### src/hw/rtl/ebc_pkg.sv
// ebc_pkg: shared types, constants and helpers of the encoder button event classifier
// no dependencies
package ebc_pkg;

	localparam int POSITION_BITS = 14;
	localparam int TICK_BITS     = 16;
	localparam int REFRESH_W     = 17;
	localparam int DELTA_W       = 14;
	localparam int CFG_W         = 16;
	localparam int QUEUE_DEPTH   = 2;
	localparam int NUM_EVENTS    = 8;

	localparam logic [REFRESH_W-1:0] REFRESH_MAX = '1;

	// event codes, in the order they leave the block for one sample
	localparam logic [2:0] EV_UP       = 3'd0;
	localparam logic [2:0] EV_DOWN     = 3'd1;
	localparam logic [2:0] EV_SHORT    = 3'd2;
	localparam logic [2:0] EV_DOUBLE   = 3'd3;
	localparam logic [2:0] EV_LONG     = 3'd4;
	localparam logic [2:0] EV_ROT      = 3'd5;
	localparam logic [2:0] EV_ROT_HELD = 3'd6;
	localparam logic [2:0] EV_REFRESH  = 3'd7;

	// configuration register indexes
	localparam logic [1:0] CFG_SHORT_MAX  = 2'd0;
	localparam logic [1:0] CFG_LONG_MIN   = 2'd1;
	localparam logic [1:0] CFG_SAMPLE_MS  = 2'd2;
	localparam logic [1:0] CFG_REFRESH_MS = 2'd3;

	// button history codes
	localparam logic [1:0] BTN_RELEASED = 2'd0;
	localparam logic [1:0] BTN_PRESSED  = 2'd1;
	localparam logic [1:0] BTN_UNKNOWN  = 2'd3;

	typedef struct packed {
		logic [15:0] short_click_max;
		logic [15:0] long_click_min;
		logic [7:0]  sample_period_ms;
		logic [15:0] refresh_period_ms;
	} cfg_t;

	// all events of one sample: one mask bit per event code, plus the rotation delta
	typedef struct packed {
		logic [NUM_EVENTS-1:0]  mask;
		logic [DELTA_W-1:0]     delta;
	} bundle_t;

	// lowest set bit of an event mask, which is the next event to send
	function automatic logic [2:0] first_event(input logic [NUM_EVENTS-1:0] mask);
		logic [2:0] code;
		code = '0;
		for (int i = NUM_EVENTS - 1; i >= 0; i--) begin
			if (mask[i]) begin
				code = 3'(i);
			end
		end
		return code;
	endfunction

endpackage

### src/hw/rtl/encoder_button_event_classifier.sv
// encoder_button_event_classifier: top level, configuration registers and assertions
// depends on ebc_pkg, ebc_front, ebc_queue, ebc_back
//
// One request on the input channel is one sample tick: the button level and the raw
// quadrature count. The front classifies it in the cycle it is taken and, if it causes
// any events, drops one bundle into a two-entry queue; the back then sends the events
// one per cycle while out_ready is high, through an output register, in order up, down,
// short, double, long, rotate, refresh, with last_event on the final one. A sample is
// taken whenever the queue has room, so samples may follow back to back; the sustained
// rate is set by the output port at one event per cycle while out_ready is high, a
// sample that causes events has one to five of them, and a sample with none produces
// nothing. Configuration writes are always taken (cfg_ready is tied high) and are
// meant to happen while the block is idle. No clearing pass is needed after reset.
module encoder_button_event_classifier
	import ebc_pkg::*;
(
	input  logic                      clk,
	input  logic                      arst_n,
	// sample channel
	input  logic                      in_valid,
	output logic                      in_ready,
	input  logic                      button_released,
	input  logic [15:0]               encoder_count,
	// event channel
	output logic                      out_valid,
	input  logic                      out_ready,
	output logic [2:0]                event_code,
	output logic signed [DELTA_W-1:0] rotate_delta,
	output logic                      last_event,
	// configuration write channel
	input  logic                      cfg_valid,
	output logic                      cfg_ready,
	input  logic [1:0]                cfg_index,
	input  logic [CFG_W-1:0]          cfg_data
);

	cfg_t    cfg_q;
	logic    q_push;
	logic    q_ready;
	logic    q_pop;
	logic    q_valid;
	bundle_t push_data;
	bundle_t pop_data;

	// registers are plain flops, so a write is always taken
	assign cfg_ready = 1'b1;

	always_ff @(posedge clk or negedge arst_n) begin
		if (!arst_n) begin
			cfg_q.short_click_max   <= 16'd30;
			cfg_q.long_click_min    <= 16'd100;
			cfg_q.sample_period_ms  <= 8'd10;
			cfg_q.refresh_period_ms <= 16'd500;
		end else if (cfg_valid && cfg_ready) begin
			unique case (cfg_index)
				CFG_SHORT_MAX:  cfg_q.short_click_max   <= cfg_data;
				CFG_LONG_MIN:   cfg_q.long_click_min    <= cfg_data;
				CFG_SAMPLE_MS:  cfg_q.sample_period_ms  <= cfg_data[7:0];
				CFG_REFRESH_MS: cfg_q.refresh_period_ms <= cfg_data;
				default: ;
			endcase
		end
	end

	// front: history and classification, one sample per cycle while the queue has room
	ebc_front u_front (
		.clk             (clk),
		.arst_n          (arst_n),
		.cfg             (cfg_q),
		.in_valid        (in_valid),
		.in_ready        (in_ready),
		.button_released (button_released),
		.encoder_count   (encoder_count),
		.q_ready         (q_ready),
		.q_push          (q_push),
		.q_data          (push_data)
	);

	// decouples classification from the output stalls
	ebc_queue u_queue (
		.clk       (clk),
		.arst_n    (arst_n),
		.push      (q_push),
		.push_data (push_data),
		.ready     (q_ready),
		.pop       (q_pop),
		.valid     (q_valid),
		.pop_data  (pop_data)
	);

	// back: serialises each bundle into single events
	ebc_back u_back (
		.clk          (clk),
		.arst_n       (arst_n),
		.q_valid      (q_valid),
		.q_data       (pop_data),
		.q_pop        (q_pop),
		.out_valid    (out_valid),
		.out_ready    (out_ready),
		.event_code   (event_code),
		.rotate_delta (rotate_delta),
		.last_event   (last_event)
	);

	// the front never pushes a bundle the queue cannot hold
	assert property (@(posedge clk) disable iff (!arst_n) q_push |-> q_ready)
		else $error("bundle pushed into a full queue");

	// only rotate events carry a delta
	assert property (@(posedge clk) disable iff (!arst_n)
		out_valid && !(event_code == EV_ROT || event_code == EV_ROT_HELD)
			|-> rotate_delta == '0)
		else $error("delta on a non-rotate event");

	// a rotate event always carries a nonzero delta
	assert property (@(posedge clk) disable iff (!arst_n)
		out_valid && (event_code == EV_ROT || event_code == EV_ROT_HELD)
			|-> rotate_delta != '0)
		else $error("rotate event with zero delta");

	// a refresh event is always the last one of its sample
	assert property (@(posedge clk) disable iff (!arst_n)
		out_valid && event_code == EV_REFRESH |-> last_event)
		else $error("refresh event not last");

endmodule

### src/hw/rtl/ebc_front.sv
// ebc_front: takes samples, keeps button and position history, classifies events
// depends on ebc_pkg
module ebc_front
	import ebc_pkg::*;
(
	input  logic                clk,
	input  logic                arst_n,
	input  cfg_t                cfg,
	input  logic                in_valid,
	output logic                in_ready,
	input  logic                button_released,
	input  logic [15:0]         encoder_count,
	input  logic                q_ready,
	output logic                q_push,
	output bundle_t             q_data
);

	logic [1:0]               button_prev_q;
	logic [TICK_BITS-1:0]     edge_ticks_q;
	logic [1:0]               click_run_q;
	logic [POSITION_BITS-1:0] last_position_q;
	logic [REFRESH_W-1:0]     refresh_elapsed_q;

	logic [1:0]               prev_n;
	logic [TICK_BITS-1:0]     ticks_n;
	logic [TICK_BITS-1:0]     ticks_next;
	logic [1:0]               run_n;
	logic [1:0]               run_inc;
	logic [REFRESH_W-1:0]     elapsed_n;
	logic [REFRESH_W:0]       elapsed_sum;
	logic [REFRESH_W-1:0]     elapsed_next;
	logic [31:0]              count_shift;
	logic [POSITION_BITS-1:0] pos;
	logic [POSITION_BITS-1:0] diff;
	logic [NUM_EVENTS-1:0]    mask;
	logic                     short_hold;
	logic                     long_hold;
	logic                     accept;

	assign in_ready = q_ready;
	assign accept   = in_valid && in_ready;

	assign run_inc     = (click_run_q == 2'd3) ? 2'd3 : click_run_q + 2'd1;
	assign short_hold  = 32'(edge_ticks_q) <= 32'(cfg.short_click_max);
	assign long_hold   = 32'(edge_ticks_q) >= 32'(cfg.long_click_min);
	assign count_shift = 32'(encoder_count) >> 2;
	assign pos         = count_shift[POSITION_BITS-1:0];
	assign diff        = pos - last_position_q;

	always_comb begin
		mask      = '0;
		prev_n    = button_prev_q;
		ticks_n   = edge_ticks_q;
		run_n     = click_run_q;
		elapsed_n = refresh_elapsed_q;

		// button edges
		if (button_released) begin
			if (button_prev_q != BTN_RELEASED) begin
				mask[EV_UP] = 1'b1;
				prev_n      = BTN_RELEASED;
				elapsed_n   = '0;
				if (short_hold) begin
					mask[EV_SHORT] = 1'b1;
					if (run_inc == 2'd3) begin
						mask[EV_DOUBLE] = 1'b1;
						run_n           = 2'd0;
					end else begin
						run_n = run_inc;
					end
				end else if (long_hold) begin
					mask[EV_LONG] = 1'b1;
					run_n         = 2'd0;
				end
				ticks_n = '0;
			end
		end else begin
			if (button_prev_q != BTN_PRESSED) begin
				mask[EV_DOWN] = 1'b1;
				prev_n        = BTN_PRESSED;
				elapsed_n     = '0;
				run_n         = short_hold ? run_inc : 2'd0;
				ticks_n       = '0;
			end
		end

		// rotation
		if (diff != '0) begin
			if (prev_n == BTN_PRESSED) begin
				mask[EV_ROT_HELD] = 1'b1;
			end else begin
				mask[EV_ROT] = 1'b1;
			end
			elapsed_n = '0;
		end

		// refresh
		if (cfg.refresh_period_ms != '0
				&& 32'(elapsed_n) >= 32'(cfg.refresh_period_ms)) begin
			mask[EV_REFRESH] = 1'b1;
			elapsed_n        = elapsed_n - REFRESH_W'(cfg.refresh_period_ms);
		end
	end

	assign elapsed_sum  = {1'b0, elapsed_n} + (REFRESH_W + 1)'(cfg.sample_period_ms);
	assign elapsed_next = elapsed_sum[REFRESH_W] ? REFRESH_MAX : elapsed_sum[REFRESH_W-1:0];
	assign ticks_next   = (32'(ticks_n) <= 32'(cfg.long_click_min) && ticks_n != '1)
		? ticks_n + 1'b1 : ticks_n;

	assign q_push       = accept && (mask != '0);
	assign q_data.mask  = mask;
	assign q_data.delta = DELTA_W'($signed(diff));

	always_ff @(posedge clk or negedge arst_n) begin
		if (!arst_n) begin
			button_prev_q     <= BTN_UNKNOWN;
			edge_ticks_q      <= '0;
			click_run_q       <= '0;
			last_position_q   <= '0;
			refresh_elapsed_q <= '0;
		end else if (accept) begin
			button_prev_q     <= prev_n;
			edge_ticks_q      <= ticks_next;
			click_run_q       <= run_n;
			last_position_q   <= pos;
			refresh_elapsed_q <= elapsed_next;
		end
	end

endmodule

### src/hw/rtl/ebc_queue.sv
// ebc_queue: short first-in first-out queue of event bundles between front and back
// depends on ebc_pkg
module ebc_queue
	import ebc_pkg::*;
(
	input  logic    clk,
	input  logic    arst_n,
	input  logic    push,
	input  bundle_t push_data,
	output logic    ready,
	input  logic    pop,
	output logic    valid,
	output bundle_t pop_data
);

	localparam int PTR_W = (QUEUE_DEPTH > 1) ? $clog2(QUEUE_DEPTH) : 1;
	localparam int CNT_W = $clog2(QUEUE_DEPTH + 1);

	bundle_t            entry_q [QUEUE_DEPTH];
	logic [PTR_W-1:0]   wr_ptr_q;
	logic [PTR_W-1:0]   rd_ptr_q;
	logic [CNT_W-1:0]   count_q;
	logic               do_push;
	logic               do_pop;

	assign ready    = count_q != CNT_W'(QUEUE_DEPTH);
	assign valid    = count_q != '0;
	assign do_push  = push && ready;
	assign do_pop   = pop && valid;
	assign pop_data = entry_q[rd_ptr_q];

	always_ff @(posedge clk) begin
		if (do_push) begin
			entry_q[wr_ptr_q] <= push_data;
		end
	end

	always_ff @(posedge clk or negedge arst_n) begin
		if (!arst_n) begin
			wr_ptr_q <= '0;
			rd_ptr_q <= '0;
			count_q  <= '0;
		end else begin
			if (do_push) begin
				wr_ptr_q <= (wr_ptr_q == PTR_W'(QUEUE_DEPTH - 1)) ? '0 : wr_ptr_q + 1'b1;
			end
			if (do_pop) begin
				rd_ptr_q <= (rd_ptr_q == PTR_W'(QUEUE_DEPTH - 1)) ? '0 : rd_ptr_q + 1'b1;
			end
			if (do_push && !do_pop) begin
				count_q <= count_q + 1'b1;
			end else if (do_pop && !do_push) begin
				count_q <= count_q - 1'b1;
			end
		end
	end

endmodule

### src/hw/rtl/ebc_back.sv
// ebc_back: sends the events of each bundle one per cycle while out_ready is high, through an output register
// depends on ebc_pkg
module ebc_back
	import ebc_pkg::*;
(
	input  logic                       clk,
	input  logic                       arst_n,
	input  logic                       q_valid,
	input  bundle_t                    q_data,
	output logic                       q_pop,
	output logic                       out_valid,
	input  logic                       out_ready,
	output logic [2:0]                 event_code,
	output logic signed [DELTA_W-1:0]  rotate_delta,
	output logic                       last_event
);

	logic [NUM_EVENTS-1:0] pend_mask_q;
	logic [DELTA_W-1:0]    pend_delta_q;
	logic                  out_valid_q;
	logic [2:0]            code_q;
	logic [DELTA_W-1:0]    delta_q;
	logic                  last_q;

	logic                  load;
	logic                  have_pend;
	logic                  have;
	logic [NUM_EVENTS-1:0] src_mask;
	logic [DELTA_W-1:0]    src_delta;
	logic [NUM_EVENTS-1:0] rest;
	logic [2:0]            code;
	logic                  is_rot;

	assign load      = !out_valid_q || out_ready;
	assign have_pend = pend_mask_q != '0;
	assign have      = have_pend || q_valid;
	assign q_pop     = load && !have_pend && q_valid;
	assign src_mask  = have_pend ? pend_mask_q : q_data.mask;
	assign src_delta = have_pend ? pend_delta_q : q_data.delta;
	assign rest      = src_mask & (src_mask - 1'b1);
	assign code      = first_event(src_mask);
	assign is_rot    = (code == EV_ROT) || (code == EV_ROT_HELD);

	always_ff @(posedge clk or negedge arst_n) begin
		if (!arst_n) begin
			out_valid_q <= 1'b0;
			pend_mask_q <= '0;
		end else if (load) begin
			out_valid_q <= have;
			if (have) begin
				pend_mask_q <= rest;
			end
		end
	end

	always_ff @(posedge clk) begin
		if (load && have) begin
			code_q       <= code;
			delta_q      <= is_rot ? src_delta : '0;
			last_q       <= rest == '0;
			pend_delta_q <= src_delta;
		end
	end

	assign out_valid    = out_valid_q;
	assign event_code   = code_q;
	assign rotate_delta = $signed(delta_q);
	assign last_event   = last_q;

endmodule

### config.mk
export PLATFORM = sky130hd
export DESIGN_NAME = encoder_button_event_classifier
export DESIGN_NICKNAME = d
export VERILOG_FILES = /design/src/hw/rtl/ebc_pkg.sv /design/src/hw/rtl/encoder_button_event_classifier.sv /design/src/hw/rtl/ebc_front.sv /design/src/hw/rtl/ebc_queue.sv /design/src/hw/rtl/ebc_back.sv
export SDC_FILE = /design/constraint.sdc
export NUM_CORES = 1
export LEC_CHECK = 0
export ABC_CLOCK_PERIOD_IN_PS = 6900
export BUFFER_PORTS_ARGS = -buffer_cell sky130_fd_sc_hd__buf_2
export CORE_MARGIN = 2
export CORE_UTILIZATION = 44
export CTS_CLUSTER_SIZE = 14
export DETAILED_ROUTE_END_ITERATION = 10
export GPL_ROUTABILITY_DRIVEN = 0
export PLACE_DENSITY = 0.69
export SLEW_MARGIN = 20
export SYNTH_ARGS = -nofsm -noshare
export SYNTH_HDL_FRONTEND = slang
export SYNTH_SLANG_ARGS = --single-unit
### constraint.sdc
create_clock -name clk -period 6.9 [get_ports clk]
set_clock_uncertainty 0.1 [all_clocks]
set_input_delay 1.035 -clock clk [delete_from_list [all_inputs] [get_ports clk]]
set_output_delay 1.035 -clock clk [all_outputs]
set_load 0.02 [all_outputs]
==> flow_metrics.py <==
metrics = {
    "placement": {
        "place_hpwl_um": 20700,
        "port_buffers": 57,
        "dpl.cell_count": 1695,
    },
    "cells_and_area": {
        "syn_to_final_growth_pct": 24.6,
        "nets": 1520,
        "fin_cells": 1744,
        "fill_cells": 2280,
        "final_cell_mix": "buf_4, nand2_1, dfrtp_1",
        "multiInputGateArea_um2": 6620,
        "final_common_cell": "buf_4",
        "num_antenna_cells": 0,
        "seq_area_um2": 5280,
        "drive_above_1_share": 0.310,
    },
    "detailed_routing": {
        "dr.pass1.iters": 5,
        "wl_um": 28700,
        "initialDrtViolationCount": 731,
        "vias": 9702,
        "via_per_inst": 5.56,
        "remaining_drc_errors": 0,
        "antenna_left": 0,
        "wl_per_cell_um": 16.5,
    },
    "clock_tree": {
        "cts-hold-fix-buffers": 0,
        "cts-root-buf": "clkbuf_16",
        "cts_tree": "yes",
        "clkSinkCount": 195,
        "cts_buffer_depth": 2,
        "path_clk_slew_ns": 0.07,
        "cts_buffers": 17,
        "clock_latency_ns": 0.44,
        "htree_levels": 4,
    },
    "global_route": {
        "grt_pass1_vias": 9597,
        "met3_usage": 0.0306,
        "track_usage": 0.205,
        "top_usage_layer": "met2",
        "use_met2": 0.343,
        "antenna_found_initial": 0,
        "grt_max_degree": 77,
        "use_met1": 0.280,
        "grt_pass1_wl_um": 47700,
        "globalRouteOverflowTotal": 0,
    },
    "die": {
        "core_area_um2": 26900,
        "dieWidth_um": 169,
        "die_h_um": 169,
        "rows": 60,
        "dieArea_um2": 28600,
        "start_util": 0.446,
        "io_pins": 61,
    },
    "logic_synthesis": {
        "synth_edf_count": 76,
        "ys.flop_type": "dfrtp_1",
        "synth.area.mux_share": 0.0691,
        "synth-adder-area-share": 0.0966,
        "async_flop_share": 0.610,
        "post_synth_num_cell_types": 82,
        "synthCells": 1176,
        "synth_top_family_by_area": "compound AO/OA/AOI/OAI gates",
        "synth_xor_area_frac": 0.0307,
        "yosys.area_share.simple": 0.159,
        "synth_compound_area_frac": 0.164,
        "synth.yosys.seq_area_share": 0.440,
        "syn_area_per_cell_um2": 10.2,
        "ys_seq_elements": 195,
        "ys_warn_count": 0,
        "syn-num-nets": 1306,
        "synthesis.area_um2": 12000,
    },
    "worst_setup_path": {
        "path_max_fanout": 7,
        "crit_arrival_ns": 7.53,
        "worstSetupPathType": "input pin to register",
        "max_stage_delay_ns": 0.38,
        "required_ns": 7.12,
        "end_kind": "register",
        "cp-start-kind": "input pin",
        "cpMaxStageDelayCell": "a221o_1",
    },
    "outcome": {
        "violations": "setup timing",
        "status": "finished, violations left",
    },
    "sta": {
        "hold_viol_final": 0,
        "min_period_ns": 7.31,
        "setup_ws_ns": -0.411,
        "period_share": 1.06,
        "finalMaxSlewViolations": 0,
        "finalSetupViolations": 17,
        "rsz0062_at_grt": "true",
        "relSlewSlack": 0.339,
        "worst_pin_slew_ns": 0.987,
        "fmax_mhz": 137,
    },
    "power": {
        "power.share.switching": 0.392,
        "seqPwrFrac": 0.356,
        "p_switching_mw": 2.15,
        "clockPowerShare": 0.181,
        "intPower_mw": 3.32,
        "p_per_area_nw_per_um2": 366,
        "p_leak_nw": 6.88,
        "finalPower_mw": 5.47,
        "irDropWorstVdd_v": 0.000180,
        "comb_power_share": 0.463,
    },
    "worst_hold_path": {
        "hold_path.class": "register to register",
    },
    "flow_run": {
        "maxCapViolations": 0,
    },
}
-- layout make-up --
class                   count  share of cell area
multi-input cells         857               0.443
flip-flops and latches    195               0.353
repair buffers            236               0.114
well taps                 341              0.0285
clock buffers              17              0.0285
inverters                  83              0.0218
clock inverters            15              0.0107
-- through the flow --
step	area [um2]	hold slack (ns)	utilization	setup slack, ns	TNS [ns]
after global routing	14900	0.429	0.556	-0.624	-9.68
after detailed placement	13900	0.393	0.517	-0.908	-13.72
after floorplan	12100	0.355	-	-0.591	-9.04
final	14900	0.407	0.556	-0.411	-6.02
after global placement	13900	0.382	0.517	-0.765	-12.23
after CTS	14700	0.407	0.548	-0.376	-4.60
-- critical path: cells and delay by family --
kind / cells / cell delay [ns]
AO/OA/AOI/OAI: 14 / 2.98
adder cells (fa/ha/maj): 4 / 0.92
buffers and inverters: 7 / 0.66
multiplexers: 1 / 0.24
AND/OR/NAND/NOR: 9 / 1.64
-- sequential cells by signal, indices dropped and copies added, names as in the netlist, 3 cells and up --
| signal | count |
|---|---|
| cfg_q | 56 |
| u_back.event_code | 3 |
| u_back.pend_delta_q | 14 |
| u_back.pend_mask_q | 7 |
| u_back.rotate_delta | 14 |
| u_front.edge_ticks_q | 16 |
| u_front.last_position_q | 14 |
| u_front.refresh_elapsed_q | 17 |
| u_queue.entry_q | 44 |
-- kinds of logic (layout without fill, tap and decap cells) --
group / count (synthesis) / in the layout
AND/OR/NAND/NOR: 361 / 361
AO/OA/AOI/OAI: 286 / 286
flip-flops: 195 / 195
buffers and inverters: 124 / 351
adder cells (fa/ha/maj): 91 / 91
multiplexers: 76 / 76
XOR/XNOR: 42 / 42
other: 1 / 1
-- layer usage --
| metal | wire length (um) | up-vias |
|---|---|---|
| met5 | 0 | - |
| met4 | 487 | 0 |
| met3 | 1240 | 42 |
| met2 | 13600 | 243 |
| met1 | 13400 | 4692 |
| li1 | - | 4725 |
-- power by group through the flow --
stage | registers [mW] | logic [mW] | clock network [mW]
floorplan | 1.95 | 1.57 | 0
global placement | 1.95 | 2.38 | 0
detailed placement | 1.97 | 2.44 | 0
CTS | 1.95 | 2.48 | 1.01
global route | 1.99 | 2.82 | 1.05
finish | 1.95 | 2.54 | 0.989
-- worst paths after layout --
check,start,end,slack [ns],depth (start not counted)
setup / recovery,encoder_count[2],u_front.refresh_elapsed_q[13]$_DFFE_PN0P_,-0.41,35
hold / removal,u_queue.wr_ptr_q$_DFFE_PN0P_,u_queue.wr_ptr_q$_DFFE_PN0P_,0.41,1
setup reg to reg,u_front.last_position_q[0]$_DFFE_PN0P_,u_front.refresh_elapsed_q[13]$_DFFE_PN0P_,-0.07,33
hold reg to reg,u_queue.wr_ptr_q$_DFFE_PN0P_,u_queue.wr_ptr_q$_DFFE_PN0P_,0.41,1
max in group asynchronous,arst_n,cfg_q[52]$_DFFE_PN0P_,4.74,2
min in group asynchronous,arst_n,u_back.out_valid$_DFFE_PN0P_,0.53,1
-- Yosys cell counts, types with 7 or more instances --
cell | n | share of area
nor2_1 | 56 | 0.018
o211ai_1 | 8 | 0.0050
xor2_1 | 21 | 0.015
o31ai_1 | 9 | 0.0056
o21a_1 | 19 | 0.012
and2_1 | 31 | 0.016
nand2_1 | 102 | 0.032
a21o_1 | 32 | 0.020
dfrtp_1 | 102 | 0.21
a21oi_2 | 7 | 0.0051
o21ai_0 | 74 | 0.031
nand3_1 | 21 | 0.0088
mux2i_1 | 21 | 0.018
xnor2_1 | 21 | 0.015
clkbuf_1 | 33 | 0.010
or2_2 | 7 | 0.0036
edfxtp_1 | 76 | 0.19
and3_1 | 42 | 0.022
mux2_2 | 55 | 0.052
nor3_1 | 20 | 0.0083
a21oi_1 | 51 | 0.021
nor4_1 | 10 | 0.0052
dfstp_2 | 17 | 0.037
inv_1 | 83 | 0.026
nand4_1 | 22 | 0.011
a211oi_1 | 7 | 0.0044
nor2b_1 | 14 | 0.0073
ha_1 | 87 | 0.091
nand2b_1 | 7 | 0.0036
-- repair_timing --
| action | CTS | global route |
|---|---|---|
| resized for setup | 29 | 35 |
| cloned | 1 | 0 |
| pin swaps | 18 | 21 |
| setup endpoints to repair | 17 | 17 |
| buffers inserted | 10 | 9 |
Power figures use the tool's default switching activity.
